==> src/sv/diff_drive_move_turn_controller_core_defines.svh <==
// Assertion helpers, clocked on i_clk and disabled while i_rst_n is low.
`ifndef DIFF_DRIVE_MOVE_TURN_CONTROLLER_CORE_DEFINES_SVH
`define DIFF_DRIVE_MOVE_TURN_CONTROLLER_CORE_DEFINES_SVH

// Same-cycle implication.
`define DDMTC_ASSERT_IMP(lbl, ante, cons, msg) \
    lbl: assert property (@(posedge i_clk) disable iff (!i_rst_n) (ante) |-> (cons)) \
        else $error(msg);

// Next-cycle implication.
`define DDMTC_ASSERT_NEXT(lbl, ante, cons, msg) \
    lbl: assert property (@(posedge i_clk) disable iff (!i_rst_n) (ante) |=> (cons)) \
        else $error(msg);

`endif

==> src/sv/ddmtc_pkg.sv <==
package ddmtc_pkg;

    // command codes carried in tuser
    localparam logic [1:0] CMD_TICK = 2'd0;
    localparam logic [1:0] CMD_MOVE = 2'd1;
    localparam logic [1:0] CMD_TURN = 2'd2;

    // configuration register indexes
    localparam int         CFG_IDX_W = 1;
    localparam logic       CFG_SPEED = 1'b0;
    localparam logic       CFG_DIST  = 1'b1;

    // distance thresholds searched per move step
    localparam int         SPEED_LEVELS = 4;

    // heading units: 1/16 degree
    localparam logic [12:0]        HD_HALF     = 13'd2880;
    localparam logic signed [13:0] HD_FULL     = 14'sd5760;
    localparam logic signed [15:0] AMT_HALF    = 16'sd180;
    localparam logic signed [16:0] AMT_FULL    = 17'sd360;
    localparam logic signed [20:0] TURN_NEAR   = 21'sd320;
    localparam logic signed [20:0] TURN_DONE   = 21'sd16;
    localparam logic signed [15:0] DRIVE_LIMIT = 16'sd255;

    typedef struct packed {
        logic       dir;
        logic [7:0] mag;
    } t_drive;

    // clamp to +-255, split into direction (positive) and magnitude
    function automatic t_drive f_drive(input logic signed [15:0] d);
        logic signed [15:0] neg;
        t_drive             res;
        neg     = -d;
        res.dir = (d > 16'sd0);
        if (d > DRIVE_LIMIT || d < -DRIVE_LIMIT) begin
            res.mag = 8'hFF;
        end else if (d > 16'sd0) begin
            res.mag = d[7:0];
        end else begin
            res.mag = neg[7:0];
        end
        return res;
    endfunction

endpackage

==> src/sv/diff_drive_move_turn_controller_core.sv <==
// Start-move, start-turn and unused commands are accepted in IDLE and need no further states.
// Tick with a move active: bit-serial squaring (dx then dy), digit-by-digit square root,
// then speed select/correction (S_MV0, S_MV1, S_MV2); the move word is loaded from S_MV2
// once the output is free, and an active turn adds its word from S_TRN after it. No new input
// word is taken until IDLE. Tick with only a turn active goes to S_TRN; with nothing active it stays in IDLE.
// Reset (i_rst_n low, synchronous) clears both tables, move/turn state and the output valid flag.
`include "diff_drive_move_turn_controller_core_defines.svh"

module diff_drive_move_turn_controller_core (
    input  logic                                  i_clk,
    input  logic                                  i_rst_n,
    input  logic                                  i_cfg_we,
    input  logic [ddmtc_pkg::CFG_IDX_W-1:0]       i_cfg_idx,
    input  logic [63:0]                           i_cfg_data,
    input  logic                                  s_axis_tvalid,
    output logic                                  s_axis_tready,
    // pos_x[15:0], pos_y[31:16], heading[44:32], amount[60:45], zero[63:61]
    input  logic [63:0]                           s_axis_tdata,
    // cmd[1:0]
    input  logic [1:0]                            s_axis_tuser,
    output logic                                  m_axis_tvalid,
    input  logic                                  m_axis_tready,
    // left_ccw[0], left_speed[8:1], right_cw[9], right_speed[17:10], zero[23:18]
    output logic [23:0]                           m_axis_tdata,
    // from_turn[0]
    output logic                                  m_axis_tuser,
    output logic                                  m_axis_tlast
);
    import ddmtc_pkg::*;

    localparam logic [2:0] S_IDLE = 3'd0;
    localparam logic [2:0] S_SQ   = 3'd1;
    localparam logic [2:0] S_SQRT = 3'd2;
    localparam logic [2:0] S_MV0  = 3'd3;
    localparam logic [2:0] S_MV1  = 3'd4;
    localparam logic [2:0] S_MV2  = 3'd5;
    localparam logic [2:0] S_TRN  = 3'd6;

    // control and state
    logic [2:0]         r_state;
    logic [4:0]         r_cnt;
    logic [31:0]        r_speed_tab;
    logic [63:0]        r_dist_tab;
    logic               r_move_active;
    logic               r_turn_active;
    logic               r_fwd;
    logic [15:0]        r_goal;
    logic signed [15:0] r_start_x;
    logic signed [15:0] r_start_y;
    logic signed [12:0] r_start_hd;
    logic signed [19:0] r_turn_goal;
    logic               r_m_valid;

    // datapath
    logic signed [13:0] r_err;
    logic signed [20:0] r_trem;
    logic [15:0]        r_ady;
    logic [15:0]        r_mplr;
    logic [31:0]        r_mcand;
    logic [33:0]        r_acc;
    logic [33:0]        r_val;
    logic [16:0]        r_root;
    logic [17:0]        r_rem;
    logic               r_stop;
    logic [7:0]         r_sp;
    logic signed [15:0] r_corr;
    logic signed [15:0] r_q;
    logic signed [15:0] r_vg;
    logic signed [15:0] r_vd;
    t_drive             r_m_left;
    t_drive             r_m_right;
    logic               r_m_turn;
    logic               r_m_last;

    // input word fields
    logic [1:0]         in_cmd;
    logic signed [15:0] in_x;
    logic signed [15:0] in_y;
    logic [12:0]        in_hd;
    logic signed [15:0] in_amt;

    assign in_cmd = s_axis_tuser;
    assign in_x   = s_axis_tdata[15:0];
    assign in_y   = s_axis_tdata[31:16];
    assign in_hd  = s_axis_tdata[44:32];
    assign in_amt = s_axis_tdata[60:45];

    logic in_acc;
    logic out_free;
    logic emit;

    assign s_axis_tready = (r_state == S_IDLE);
    assign in_acc        = s_axis_tvalid && s_axis_tready;
    assign out_free      = !r_m_valid || m_axis_tready;
    assign emit          = out_free && (r_state == S_MV2 || r_state == S_TRN);

    // ---------------- accept-cycle arithmetic ----------------
    logic signed [16:0] dx, dy;
    logic [16:0]        adx, ady;
    logic signed [13:0] hd_w;
    logic signed [14:0] err_w;
    logic signed [16:0] amt_w;
    logic [16:0]        amt_neg;
    logic signed [19:0] tg_w;
    logic signed [20:0] trem_w;

    always_comb begin
        dx      = {in_x[15], in_x} - {r_start_x[15], r_start_x};
        dy      = {in_y[15], in_y} - {r_start_y[15], r_start_y};
        adx     = dx[16] ? -dx : dx;
        ady     = dy[16] ? -dy : dy;
        // heading above half a turn wraps once
        hd_w    = (in_hd > HD_HALF) ? ({1'b0, in_hd} - HD_FULL) : {1'b0, in_hd};
        err_w   = {hd_w[13], hd_w} - {{2{r_start_hd[12]}}, r_start_hd};
        amt_w   = (in_amt > AMT_HALF) ? ({in_amt[15], in_amt} - AMT_FULL)
                                      : {in_amt[15], in_amt};
        amt_neg = -{in_amt[15], in_amt};
        tg_w    = {amt_w[15:0], 4'b0000};
        trem_w  = {r_turn_goal[19], r_turn_goal} - {{7{hd_w[13]}}, hd_w};
    end

    // ---------------- serial square / square root ----------------
    logic [33:0] acc_n;
    logic [19:0] rem_sh;
    logic [19:0] trial;
    logic [19:0] rem_sub;
    logic        root_ge;

    always_comb begin
        acc_n   = r_acc + (r_mplr[0] ? {2'b00, r_mcand} : 34'd0);
        rem_sh  = {r_rem, r_val[33:32]};
        trial   = {1'b0, r_root, 2'b01};
        root_ge = (rem_sh >= trial);
        rem_sub = rem_sh - trial;
    end

    // ---------------- speed search ----------------
    logic signed [17:0] remd;
    logic [SPEED_LEVELS-1:0] fit;
    logic               fit_any;
    logic [1:0]         fit_idx;

    always_comb begin
        remd    = $signed({2'b00, r_goal}) - $signed({1'b0, r_root});
        fit_any = 1'b0;
        fit_idx = 2'd0;
        for (int i = 0; i < SPEED_LEVELS; i++) begin
            fit[i] = !remd[17] && (remd[16:0] >= {1'b0, r_dist_tab[16*i +: 16]});
        end
        for (int i = SPEED_LEVELS - 1; i >= 0; i--) begin
            if (fit[i]) begin
                fit_any = 1'b1;
                fit_idx = 2'(i);
            end
        end
    end

    // ---------------- drive assembly ----------------
    logic signed [15:0] spv, vg, vd, vbase, q_n, q3, tq, dl, dr;
    logic               err_pos, err_neg;
    logic               turn_near;
    logic [7:0]         tsp;
    logic signed [15:0] tdrv;
    logic               turn_stop;

    always_comb begin
        spv     = {8'b0, r_sp};
        vg      = r_fwd ? spv : -spv;
        vd      = -vg;
        vbase   = r_err[13] ? vg : vd;
        q_n     = r_fwd ? ((vbase <<< 2) - r_corr) : ((vbase <<< 2) + r_corr);

        // quarter units truncated toward zero
        q3      = r_q + 16'sd3;
        tq      = r_q[15] ? (q3 >>> 2) : (r_q >>> 2);
        err_neg = r_err[13];
        err_pos = !r_err[13] && (r_err != 14'sd0);
        dl      = r_stop ? 16'sd0 : (err_neg ? tq : r_vg);
        dr      = r_stop ? 16'sd0 : (err_pos ? tq : r_vd);

        // turn: speed level 3 inside 20 degrees, level 1 outside, done inside 1 degree
        turn_near = (r_trem > -TURN_NEAR) && (r_trem < TURN_NEAR);
        tsp       = turn_near ? r_speed_tab[31:24] : r_speed_tab[15:8];
        turn_stop = 1'b0;
        if (r_trem > TURN_DONE) begin
            tdrv = {8'b0, tsp};
        end else if (r_trem < -TURN_DONE) begin
            tdrv = -$signed({8'b0, tsp});
        end else begin
            tdrv      = 16'sd0;
            turn_stop = 1'b1;
        end
    end

    // ---------------- control ----------------
    always_ff @(posedge i_clk) begin
        if (!i_rst_n) begin
            r_state       <= S_IDLE;
            r_cnt         <= 5'd0;
            r_speed_tab   <= 32'd0;
            r_dist_tab    <= 64'd0;
            r_move_active <= 1'b0;
            r_turn_active <= 1'b0;
            r_fwd         <= 1'b0;
            r_goal        <= 16'd0;
            r_start_x     <= 16'sd0;
            r_start_y     <= 16'sd0;
            r_start_hd    <= 13'sd0;
            r_turn_goal   <= 20'sd0;
            r_m_valid     <= 1'b0;
        end else begin
            if (i_cfg_we) begin
                unique case (i_cfg_idx)
                    CFG_SPEED: r_speed_tab <= i_cfg_data[31:0];
                    CFG_DIST:  r_dist_tab  <= i_cfg_data;
                    default:   ;
                endcase
            end

            if (emit) begin
                r_m_valid <= 1'b1;
            end else if (m_axis_tready) begin
                r_m_valid <= 1'b0;
            end

            unique case (r_state)
                S_IDLE: begin
                    if (in_acc) begin
                        case (in_cmd)
                            CMD_MOVE: begin
                                r_fwd         <= !in_amt[15];
                                r_goal        <= in_amt[15] ? amt_neg[15:0] : in_amt;
                                r_start_x     <= in_x;
                                r_start_y     <= in_y;
                                r_start_hd    <= hd_w[12:0];
                                r_move_active <= 1'b1;
                            end
                            CMD_TURN: begin
                                r_turn_goal   <= tg_w;
                                r_turn_active <= 1'b1;
                            end
                            CMD_TICK: begin
                                r_cnt <= 5'd0;
                                if (r_move_active) begin
                                    r_state <= S_SQ;
                                end else if (r_turn_active) begin
                                    r_state <= S_TRN;
                                end
                            end
                            default: ;
                        endcase
                    end
                end
                S_SQ: begin
                    if (r_cnt == 5'd31) begin
                        r_cnt   <= 5'd0;
                        r_state <= S_SQRT;
                    end else begin
                        r_cnt <= r_cnt + 5'd1;
                    end
                end
                S_SQRT: begin
                    r_cnt <= r_cnt + 5'd1;
                    if (r_cnt == 5'd16) begin
                        r_state <= S_MV0;
                    end
                end
                S_MV0: r_state <= S_MV1;
                S_MV1: r_state <= S_MV2;
                S_MV2: begin
                    if (out_free) begin
                        if (r_stop) begin
                            r_move_active <= 1'b0;
                        end
                        r_state <= r_turn_active ? S_TRN : S_IDLE;
                    end
                end
                S_TRN: begin
                    if (out_free) begin
                        if (turn_stop) begin
                            r_turn_active <= 1'b0;
                        end
                        r_state <= S_IDLE;
                    end
                end
                default: r_state <= S_IDLE;
            endcase
        end
    end

    // ---------------- datapath ----------------
    always_ff @(posedge i_clk) begin
        if (in_acc && in_cmd == CMD_TICK) begin
            r_err   <= err_w[13:0];
            r_trem  <= trem_w;
            r_acc   <= 34'd0;
            r_mplr  <= adx[15:0];
            r_mcand <= {16'b0, adx[15:0]};
            r_ady   <= ady[15:0];
        end

        if (r_state == S_SQ) begin
            r_acc <= acc_n;
            if (r_cnt == 5'd15) begin
                // dx done, start on dy
                r_mplr  <= r_ady;
                r_mcand <= {16'b0, r_ady};
            end else begin
                r_mplr  <= r_mplr >> 1;
                r_mcand <= r_mcand << 1;
            end
            if (r_cnt == 5'd31) begin
                r_val  <= acc_n;
                r_root <= 17'd0;
                r_rem  <= 18'd0;
            end
        end

        if (r_state == S_SQRT) begin
            r_val  <= r_val << 2;
            r_root <= {r_root[15:0], root_ge};
            r_rem  <= root_ge ? rem_sub[17:0] : rem_sh[17:0];
        end

        if (r_state == S_MV0) begin
            r_stop <= !fit_any;
            r_sp   <= r_speed_tab[{fit_idx, 3'b000} +: 8];
            r_corr <= {r_err, 2'b00} + {{2{r_err[13]}}, r_err};
        end

        if (r_state == S_MV1) begin
            r_q  <= q_n;
            r_vg <= vg;
            r_vd <= vd;
        end

        if (emit) begin
            if (r_state == S_MV2) begin
                r_m_left  <= f_drive(dl);
                r_m_right <= f_drive(dr);
                r_m_turn  <= 1'b0;
                r_m_last  <= !r_turn_active;
            end else begin
                r_m_left  <= f_drive(tdrv);
                r_m_right <= f_drive(tdrv);
                r_m_turn  <= 1'b1;
                r_m_last  <= 1'b1;
            end
        end
    end

    assign m_axis_tvalid = r_m_valid;
    assign m_axis_tdata  = {6'b0, r_m_right.mag, r_m_right.dir, r_m_left.mag, r_m_left.dir};
    assign m_axis_tuser  = r_m_turn;
    assign m_axis_tlast  = r_m_last;

    // ---------------- assertions ----------------
    `DDMTC_ASSERT_IMP(a_turn_word_last, m_axis_tvalid && m_axis_tuser, m_axis_tlast,
        "turn word not marked last")
    `DDMTC_ASSERT_IMP(a_dir_has_speed, m_axis_tvalid && m_axis_tdata[0],
        m_axis_tdata[8:1] != 8'd0, "left direction set with zero speed")
    `DDMTC_ASSERT_IMP(a_move_stop_word, $past(i_rst_n) && $fell(r_move_active),
        m_axis_tvalid && !m_axis_tuser && (m_axis_tdata == 24'd0),
        "move ended without a stop word")
    `DDMTC_ASSERT_IMP(a_turn_stop_word, $past(i_rst_n) && $fell(r_turn_active),
        m_axis_tvalid && m_axis_tuser && (m_axis_tdata == 24'd0),
        "turn ended without a stop word")
    `DDMTC_ASSERT_NEXT(a_move_emit, r_state == S_MV2 && out_free,
        m_axis_tvalid && !m_axis_tuser, "move word not loaded")

endmodule
==> config.mk <==
export PLATFORM = sky130hd
export DESIGN_NAME = diff_drive_move_turn_controller_core
export DESIGN_NICKNAME = d
export VERILOG_FILES = /design/src/sv/ddmtc_pkg.sv /design/src/sv/diff_drive_move_turn_controller_core.sv
export VERILOG_INCLUDE_DIRS = /design/src /design/src/sv
export SDC_FILE = /design/constraint.sdc
export NUM_CORES = 1
export LEC_CHECK = 0
export BUFFER_PORTS_ARGS = -buffer_cell sky130_fd_sc_hd__buf_2
export CORE_MARGIN = 3
export CORE_UTILIZATION = 25
export CTS_BUF_LIST = sky130_fd_sc_hd__clkbuf_8
export DETAILED_ROUTE_END_ITERATION = 12
export PLACE_DENSITY = 0.47
export SLEW_MARGIN = 20
export SYNTH_ARGS = -nofsm -noshare
export SYNTH_HDL_FRONTEND = slang
export SYNTH_SLANG_ARGS = --single-unit
==> constraint.sdc <==
create_clock -name i_clk -period 13.5 [get_ports i_clk]
set_clock_uncertainty 0.15 [all_clocks]
set_input_delay 2.025 -clock i_clk [delete_from_list [all_inputs] [get_ports i_clk]]
set_output_delay 2.025 -clock i_clk [all_outputs]
set_load 0.03 [all_outputs]
* Word-level counts from Yosys, hierarchy flattened
Index checks and enable logic that the tools add are counted.
** Storage, ports and cells
- Register bits after elaboration :: 480
- Bits in latches :: 0
- Bits in writable memories :: 0
- ROM bits :: 0
- Input bits :: 136
- Output and inout bits :: 28
- Logic and storage cells :: 222
- Memories kept :: 0
** Operators by class
- Add/sub/neg operators :: 23
- $mul :: 0
- Div/mod/pow operators :: 0
- Magnitude comparators :: 20
- Equal/unequal tests :: 22
- Shifts and indexed selects :: 1
- Mux-type cells :: 80
- Bitwise operators :: 1
- Reductions and logical operators :: 40
** Operators with widths (count)
- 16-bit 2-to-1 mux :: 16
- 34-bit 2-to-1 mux :: 5
- 32-bit 2-to-1 mux :: 4
- 18-bit 2-to-1 mux :: 4
- 17-bit by 16-bit greater-or-equal comparator with 1-bit output :: 4
- 16-bit by 9-bit greater-than comparator with 1-bit output, second input constant :: 4
- 16-bit negator :: 4
- 8-bit 2-to-1 mux :: 7
- 17-bit 2-to-1 mux :: 3
- 16-bit by 1-bit greater-than comparator with 1-bit output, second input constant :: 3
- 16-bit by 9-bit less-than comparator with 1-bit output, second input constant :: 3
- 34-bit by 32-bit adder with 34-bit output :: 1
- 16-bit by 16-bit subtractor with 17-bit output :: 2
- 16-bit adder :: 2
- 8-bit negator with 16-bit output :: 2
- 32-bit by 6-bit indexed part select with 8-bit output :: 1
- 14-bit 2-to-1 mux :: 2
- 3-bit 2-to-1 mux :: 9
- 8-bit negator :: 3
- 21-bit by 10-bit greater-than comparator with 1-bit output, second input constant :: 1
- 21-bit by 6-bit greater-than comparator with 1-bit output, second input constant :: 1
- 21-bit by 10-bit less-than comparator with 1-bit output, second input constant :: 1
- 21-bit by 5-bit less-than comparator with 1-bit output, second input constant :: 1
- 3-bit one-hot mux with 7 select lines :: 1
- 40 further kinds :: 103

* Longest topological paths before layout
Gate-level depths: netlist of run 1.
- Word-level depth :: 10
- Gate-level depth with buffers :: 24
- Depth with buffers taken out :: 22

* Worst setup path before layout of run 1
No wires, ideal clock.
- Path kind :: input to register
- Start point :: input port s_axis_tdata[33]
- End point :: register r_trem[19], data pin
- Library setup time :: 0.262 ns
- Arrival :: 5.514 ns
- Data required time :: 13.088 ns
- Path slack :: 7.573 ns
- Stages :: 16
- Buffers on the path :: 0
- Path through :: inv_1 > ha_1 > nor3b_1 > a21oi_1 > o21ai_0 > nor2b_1 > mux2i_1 > inv_1 > ha_1 > or3_1 > o221a_2 > a41o_1 > or4_1 > a311oi_1 > a21oi_1 > xor2_1
** On the way
- Word-level cells in the longest chain between the ends :: 3
- Elaborated cells on any way between the ends :: 4
- Those cells by class :: add/sub (2); order compare (1); mux (1)
** RTL lines
- start, declared :: line diff_drive_move_turn_controller_core.sv:18 : input logic [63:0] s_axis_tdata,
- 13-bit by 13-bit subtractor with 14-bit output / 13-bit by 12-bit greater-than comparator with 1-bit output (equally long branches) :: line diff_drive_move_turn_controller_core.sv:113 : hd_w = (in_hd > HD_HALF) ? ({1'b0, in_hd} - HD_FULL) : {1'b0, in_hd};
- 14-bit 2-to-1 mux * :: line diff_drive_move_turn_controller_core.sv:113
- via hd_w[8] :: line diff_drive_move_turn_controller_core.sv:100 : logic signed [13:0] hd_w;
- 20-bit by 14-bit subtractor with 21-bit output * :: line diff_drive_move_turn_controller_core.sv:119 : trem_w = {r_turn_goal[19], r_turn_goal} - {{7{hd_w[13]}}, hd_w};
- via trem_w[19] :: line diff_drive_move_turn_controller_core.sv:105 : logic signed [20:0] trem_w;
- end signal, assigned :: line diff_drive_move_turn_controller_core.sv:295 : r_trem <= trem_w;
- end, declared :: line diff_drive_move_turn_controller_core.sv:56 : logic signed [20:0] r_trem;
The timed path passes the listed nets; every way through them passes the cells marked *.
A chain may end at the register's enable or synchronous reset.

* Final worst setup path of run 1
Ends and elaborated chain as after synthesis.

==> reports/qor.csv, run 1 <==
metric,value,unit
ys_types,83,
cts_num_sinks,478,
start_util,25.3,%
power.density,165,mW/mm²
async_flop_share,0,%
drc,0,
end_kind,flop,
hold_path_class,reg -> reg,
p_leak,13.7,nW
synth-edff-count,291,
routed_wl,83700,µm
seq_area_frac_synth,40.2,%
viasPerCell,4.60,
cts_hold_buf,0,
synth_area,0.0310,mm²
reg2reg_from,r_root[0],
reg2reg_to,r_sp[0],
fin_setup_tns,0,ps
tightest_slew,1140,ps
final.period_utilization,45.0,%
vdd_drop_max,0.0000697,V
ys.flop_type,edfxtp_1,
synth_area_per_cell,9.01,µm²
post-cts-setup-buffer-count,0,
final_layout_size_suffix_gt1_share,10.2,%
cts_tree,yes,
critPathLaunch,s_axis_tdata[33],
die-area,0.128,mm²
critPathLaunchType,input port,
maxSlewViolCount,0,
wire_per_inst,15.8,µm
rows,128,
layout.nets,3983,
worst-setup-path-type,in -> reg,
cts.clk_slew.worst_paths,60,ps
layout_common_cells,"516 x nand2_1, 291 x edfxtp_1, 279 x inv_1",
max-cap-violations,0,
ys_seq_elements,478,
path_max_fanout,5,
grt_antenna_before_repair,1,
clk_path_buf_depth,3,
firstDrtPassIters,5,
antenna_left,0,
rsz0062_at_grt,false,
final_area,0.0353,mm²
relSlewSlack,23.3,%
drt_iter0_markers,1250,
grt_pass1_wl,132000,µm
grt.overflow.total,0,
gp_congestion,0.809,
setup_viol,0,
grt_pass1_vias,23800,
critPathArrivalTime,6350,ps
mostFrequentLayoutCell,nand2_1,
dpl_cell_area,0.0335,mm²
gr-usage-all-layers,12.9,%
vias,24300,
cts_resized,0,
htreeDepth,3,
ctsRootBufferMaster,clkbuf_8,
reg2reg_depth,21,
hold-path-cell-count,2,
coreArea,0.123,mm²
numCtsBuffers,92,
port_buffers,154,
hp-start,r_val[0],
dpl.hpwl,62200,µm
grt_start_max_net_pins,80,
io-pin-count,164,
yosysWarnings,0,
min_to,r_val[0],
cp.required,13770,ps
syn_inst,3441,
n_fill_cell,13100,
dieHeight,358,µm
fp.dieW,358,µm
min_period,6080,ps
hold_violations,0,
clk_latency,710,ps
area_growth,14.0,%
status,completed,
r2r_slack,7490,ps
fmax,0.165,GHz
total_power,5.85,mW
[registers in the layout (all words and copies together), names as in the netlist, 16 cells and up]
register / count
r_ady: 16
r_start_x: 16
r_trem: 21
r_corr: 16
r_mcand: 32
r_mplr: 16
r_acc: 34
r_speed_tab: 32
r_root: 17
r_turn_goal: 16
r_q: 16
r_start_y: 16
r_val: 34
r_rem: 18
r_dist_tab: 64
r_goal: 16
m_axis_tdata: 18
[layer usage]
metal | vias to the layer above | track usage (%) | wire, µm
met5 | - | 0 | 0
li1 | 12500 | - | -
met3 | 103 | 2.21 | 3400
met1 | 11400 | 18.0 | 41400
met2 | 361 | 20.5 | 37100
met4 | 0 | 3.57 | 1820
[worst max path at each step]
stage            endpoint  cells past startpoint
5_1_grt           r_sp[2]                     21
4_1_cts        r_trem[19]                     17
6_report       r_trem[19]                     17
3_5_place_dp   r_trem[19]                     17
3_3_place_gp   r_trem[19]                     17
2_1_floorplan  r_trem[19]                     16
[final cells by class]
class | instances | area (µm²) | share of cell area [%]
Multi-Input combinational cell | 2582 | 17100 | 48.4
Sequential cell | 478 | 12500 | 35.3
Tap cell | 1625 | 2030 | 5.75
Clock buffer | 102 | 1400 | 3.97
Timing Repair Buffer | 180 | 968 | 2.74
Inverter | 253 | 950 | 2.69
Clock inverter | 65 | 394 | 1.12
Antenna cell | 2 | 5.00 | 0.0142
[through the flow]
stage | worst slack [ps] | utilization, % | hold WS [ps] | instances
after global routing | 7020 | 28.8 | 329 | 5286
after detailed placement | 6670 | 27.4 | 303 | 5118
after floorplan | 7570 | - | 287 | 3446
after CTS | 7440 | 28.8 | 311 | 5285
after global placement | 6670 | 27.4 | 300 | 5118
final | 7420 | 28.9 | 308 | 5287
[power breakdown]
part / internal [mW] / total [mW] / switching, mW
sequential: 1.92 / 2.06 / 0.137
combinational: 0.914 / 2.37 / 1.45
clock: 0.770 / 1.42 / 0.652
[worst max-delay path, stage by stage]
cell and delay, ps:
buf_2 130, inv_1 100, ha_1 200, nor3b_1 400
a21oi_1 110, o21ai_0 200, nor2b_1 380, mux2i_1 450
inv_1 110, ha_1 230, or3_1 310, o221a_2 270
a41o_1 270, or4_1 450, a311oi_1 400, a21oi_1 140
xor2_1 160
[synthesized netlist by cell type (9+ instances only)]
library cell	instances	area share, %
a2bb2oi_1	11	0.31
nand4_1	18	0.36
o21ai_0	160	2.6
buf_1	11	0.13
nor3b_1	13	0.31
nor2_1	249	3.0
o211a_1	16	0.52
nor4_1	27	0.54
or3_1	24	0.48
nand3_1	36	0.58
or2_2	23	0.46
mux2_2	13	0.47
nand2_1	518	6.3
inv_1	251	3.0
clkbuf_1	111	1.3
o22ai_1	12	0.24
a21oi_1	155	2.5
a211oi_1	50	1.2
ha_1	253	10
o31a_1	9	0.25
dfxtp_1	187	12
and3_1	25	0.50
o211ai_1	11	0.27
a21o_1	48	1.2
a31oi_1	29	0.58
xor2_1	69	1.9
xnor2_1	144	4.1
o31ai_1	18	0.44
a21boi_0	161	3.9
nor3_1	83	1.3
nor2b_1	45	0.91
o21a_1	51	1.2
o21bai_1	17	0.41
nand2b_1	28	0.56
edfxtp_1	291	28
and2_1	86	1.7
mux2i_1	41	1.3
[cell families (layout without fill, tap and decap cells)]
| group | after synthesis | count (layout) | share of synthesized area [%] |
|---|---|---|---|
| buffers and inverters | 386 | 600 | 4.81 |
| adders and majority gates | 260 | 260 | 10.7 |
| and+or+nand+nor | 1217 | 1217 | 18.4 |
| DFF | 478 | 478 | 40.2 |
| muxes | 55 | 55 | 1.84 |
| xor gates and xnor gates | 213 | 213 | 6.02 |
| AOI/OAI and AO/OA | 831 | 831 | 18.1 |
| other | 1 | 8 | 0.0121 |
No activity file was read; power rests on OpenSTA's default activity.
==> run 2, diff against run 1 <==
==> constraint.sdc (replaced) <==
create_clock -name i_clk -period 5.9 [get_ports i_clk]
set_clock_uncertainty 0.15 [all_clocks]
set_input_delay 0.885 -clock i_clk [delete_from_list [all_inputs] [get_ports i_clk]]
set_output_delay 0.885 -clock i_clk [all_outputs]
set_load 0.03 [all_outputs]
==> run 2 against run 1 <==
- clock-buffer cell count grew 2
- design area up 0.75%
- combinational power increased by 130%
- critical path depth down 3
- die area unchanged
- sequential cell count did not move
- global-route usage rose by 0.23 points
- sequential power up 130%
- sequential share of layout area shrank 0.26 points
- hold slack lost 92 ps
- utilization is 0.22 points higher
- first-iteration DRC count is 8.1% higher
- largest cell class unchanged
- highest routed layer unchanged
==> reports/qor.csv, run 2 (same netlist as run 1, synthesis figures left out) <==
metric,value,unit,change
grt_antenna_before_repair,5,,+4
cts_resized,0,,unchanged
final.period_utilization,91.0,%,
grt_start_max_net_pins,97,,+21%
viasPerCell,4.58,,-0.56%
clk_path_buf_depth,3,,unchanged
critPathLaunchType,flop,,
largest_reg_flops,64,,unchanged
tightest_slew,1050,ps,-88.2 ps
antenna_left,0,,unchanged
drt_iter0_markers,1351,,+8.1%
layout.nets,3998,,+0.38%
cts_tree,yes,,
hold_violations,0,,unchanged
relSlewSlack,29.7,%,+6.4 points
coreArea,0.123,mm²,unchanged
area_growth,14.8,%,
post-cts-setup-buffer-count,0,,unchanged
routed_wl,85100,µm,+1.6%
die-area,0.128,mm²,unchanged
wire_per_inst,16.0,µm,+1.3%
vias,24300,,-0.21%
numCtsBuffers,93,,+1.1%
mostFrequentLayoutCell,nand2_1,,
preCtsSetupSlack,374,ps,-6300 ps
fmax,0.186,GHz,
reg_top3,"r_dist_tab: 64 flops, r_acc: 34 flops, r_val: 34 flops",,
clk_latency,770,ps,+60 ps
dieHeight,358,µm,unchanged
cts_hold_buf,0,,unchanged
p_leak,13.8,nW,+0.94%
regMostFlops,r_dist_tab,,
critPathArrivalTime,5660,ps,-690 ps
end_kind,flop,,
total_power,13.7,mW,+130%
gr-usage-all-layers,13.1,%,+0.23 points
cts.clk_slew.worst_paths,60,ps,about the same
cp.required,6190,ps,-7580 ps
fp.dieW,358,µm,unchanged
io-pin-count,164,,unchanged
fin_cells,5306,,+0.36%
port_buffers,154,,unchanged
rsz0062_at_grt,false,,
firstDrtPassIters,5,,unchanged
final_util,29.1,%,+0.22 points
n_fill_cell,13100,,unchanged
gp_congestion,0.808,,-0.22%
max-cap-violations,0,,unchanged
grt.overflow.total,0,,unchanged
htreeDepth,3,,unchanged
setup_ws,534,ps,-6890 ps
layout_common_cells,"516 x nand2_1, 291 x edfxtp_1, 275 x inv_1",,
grt_pass1_wl,134000,µm,+0.99%
maxSlewViolCount,0,,unchanged
dp.cells,5132,,+0.27%
dpl.hpwl,63100,µm,+1.4%
final_layout_size_suffix_gt1_share,10.9,%,+0.68 points
drc,0,,unchanged
fin_setup_tns,0,ps,unchanged
worst-setup-path-type,reg -> reg,,
min_period,5370,ps,
status,completed,,
start_util,25.3,%,unchanged
power.density,384,mW/mm²,+130%
hold_path_class,in -> reg,,
vdd_drop_max,0.000173,V,+150%
cts_num_sinks,478,,unchanged
grt_pass1_vias,23700,,-0.49%
setup_viol,0,,unchanged
path_max_fanout,14,,+9
rows,128,,unchanged
ctsRootBufferMaster,clkbuf_8,,
[run 2: cell count changes in the layout (fill, tap and decap cells not counted), sizes merged]
cell	change
bufinv	+3
buf	+14
clkinv	+4
diode	+1
clkinvlp	-1
clkbuf	+2
inv	-4
[run 2: cell type report]
class,count,area [µm²],share of cell area [%]
diodes,3,7.51,0.0211
flip-flops and latches,478,12500,35.1
inverters,253,950,2.67
well taps,1625,2030,5.71
clock inverters,67,492,1.38
repair buffers,194,1100,3.08
clock buffers,104,1430,4.02
multi-input cells,2582,17100,48.1
[run 2: layer usage]
metal	GRT usage [%]	part of all wire, %	vias up
met5	0	0	-
met4	3.29	2.2	0
met3	2.43	3.6	131
met2	20.9	44	348
met1	18.3	50	11300
li1	-	-	12500
[run 2: worst max-delay path, cell delays in order, from the launching register on]
cell	delay, ps
edfxtp_1	360
or4_4	570
or4_4	450
nor2_4	330
nor2_4	180
mux2i_1	280
ha_1	310
nor3b_1	410
or4b_2	630
o311a_1	150
o22ai_1	420
nor4_4	110
a21bo_1	310
a211oi_1	290
a211oi_1	100
[run 2: worst paths after layout]
check | start | to | slack, ps | cells after the start
worst min-delay path | i_cfg_data[60] | r_dist_tab[60] | 220 | 3
worst max-delay path | r_trem[0] | m_axis_tdata[13] | 530 | 14
worst max register to register | r_trem[0] | m_axis_tdata[13] | 530 | 14
worst min register to register | r_start_x[3] | r_start_x[3] | 310 | 2
[run 2: through the flow]
| stage | hold WS [ps] | area (µm²) |
|---|---|---|
| 5_1_grt | 152 | 35600 |
| 6_report | 216 | 35600 |
| 3_3_place_gp | 299 | 33700 |
| 3_5_place_dp | 305 | 33700 |
| 4_1_cts | 125 | 35600 |
| 2_1_floorplan | 287 | 31000 |
[run 2: where the power goes]
| group | internal (mW) | total, mW | switching [mW] | leakage [nW] |
|---|---|---|---|---|
| Combinational | 2.15 | 5.46 | 3.31 | 8.52 |
| Clock | 1.93 | 3.50 | 1.57 | 1.08 |
| Sequential | 4.39 | 4.71 | 0.319 | 4.20 |
| Total | 8.48 | 13.7 | 5.20 | 13.8 |
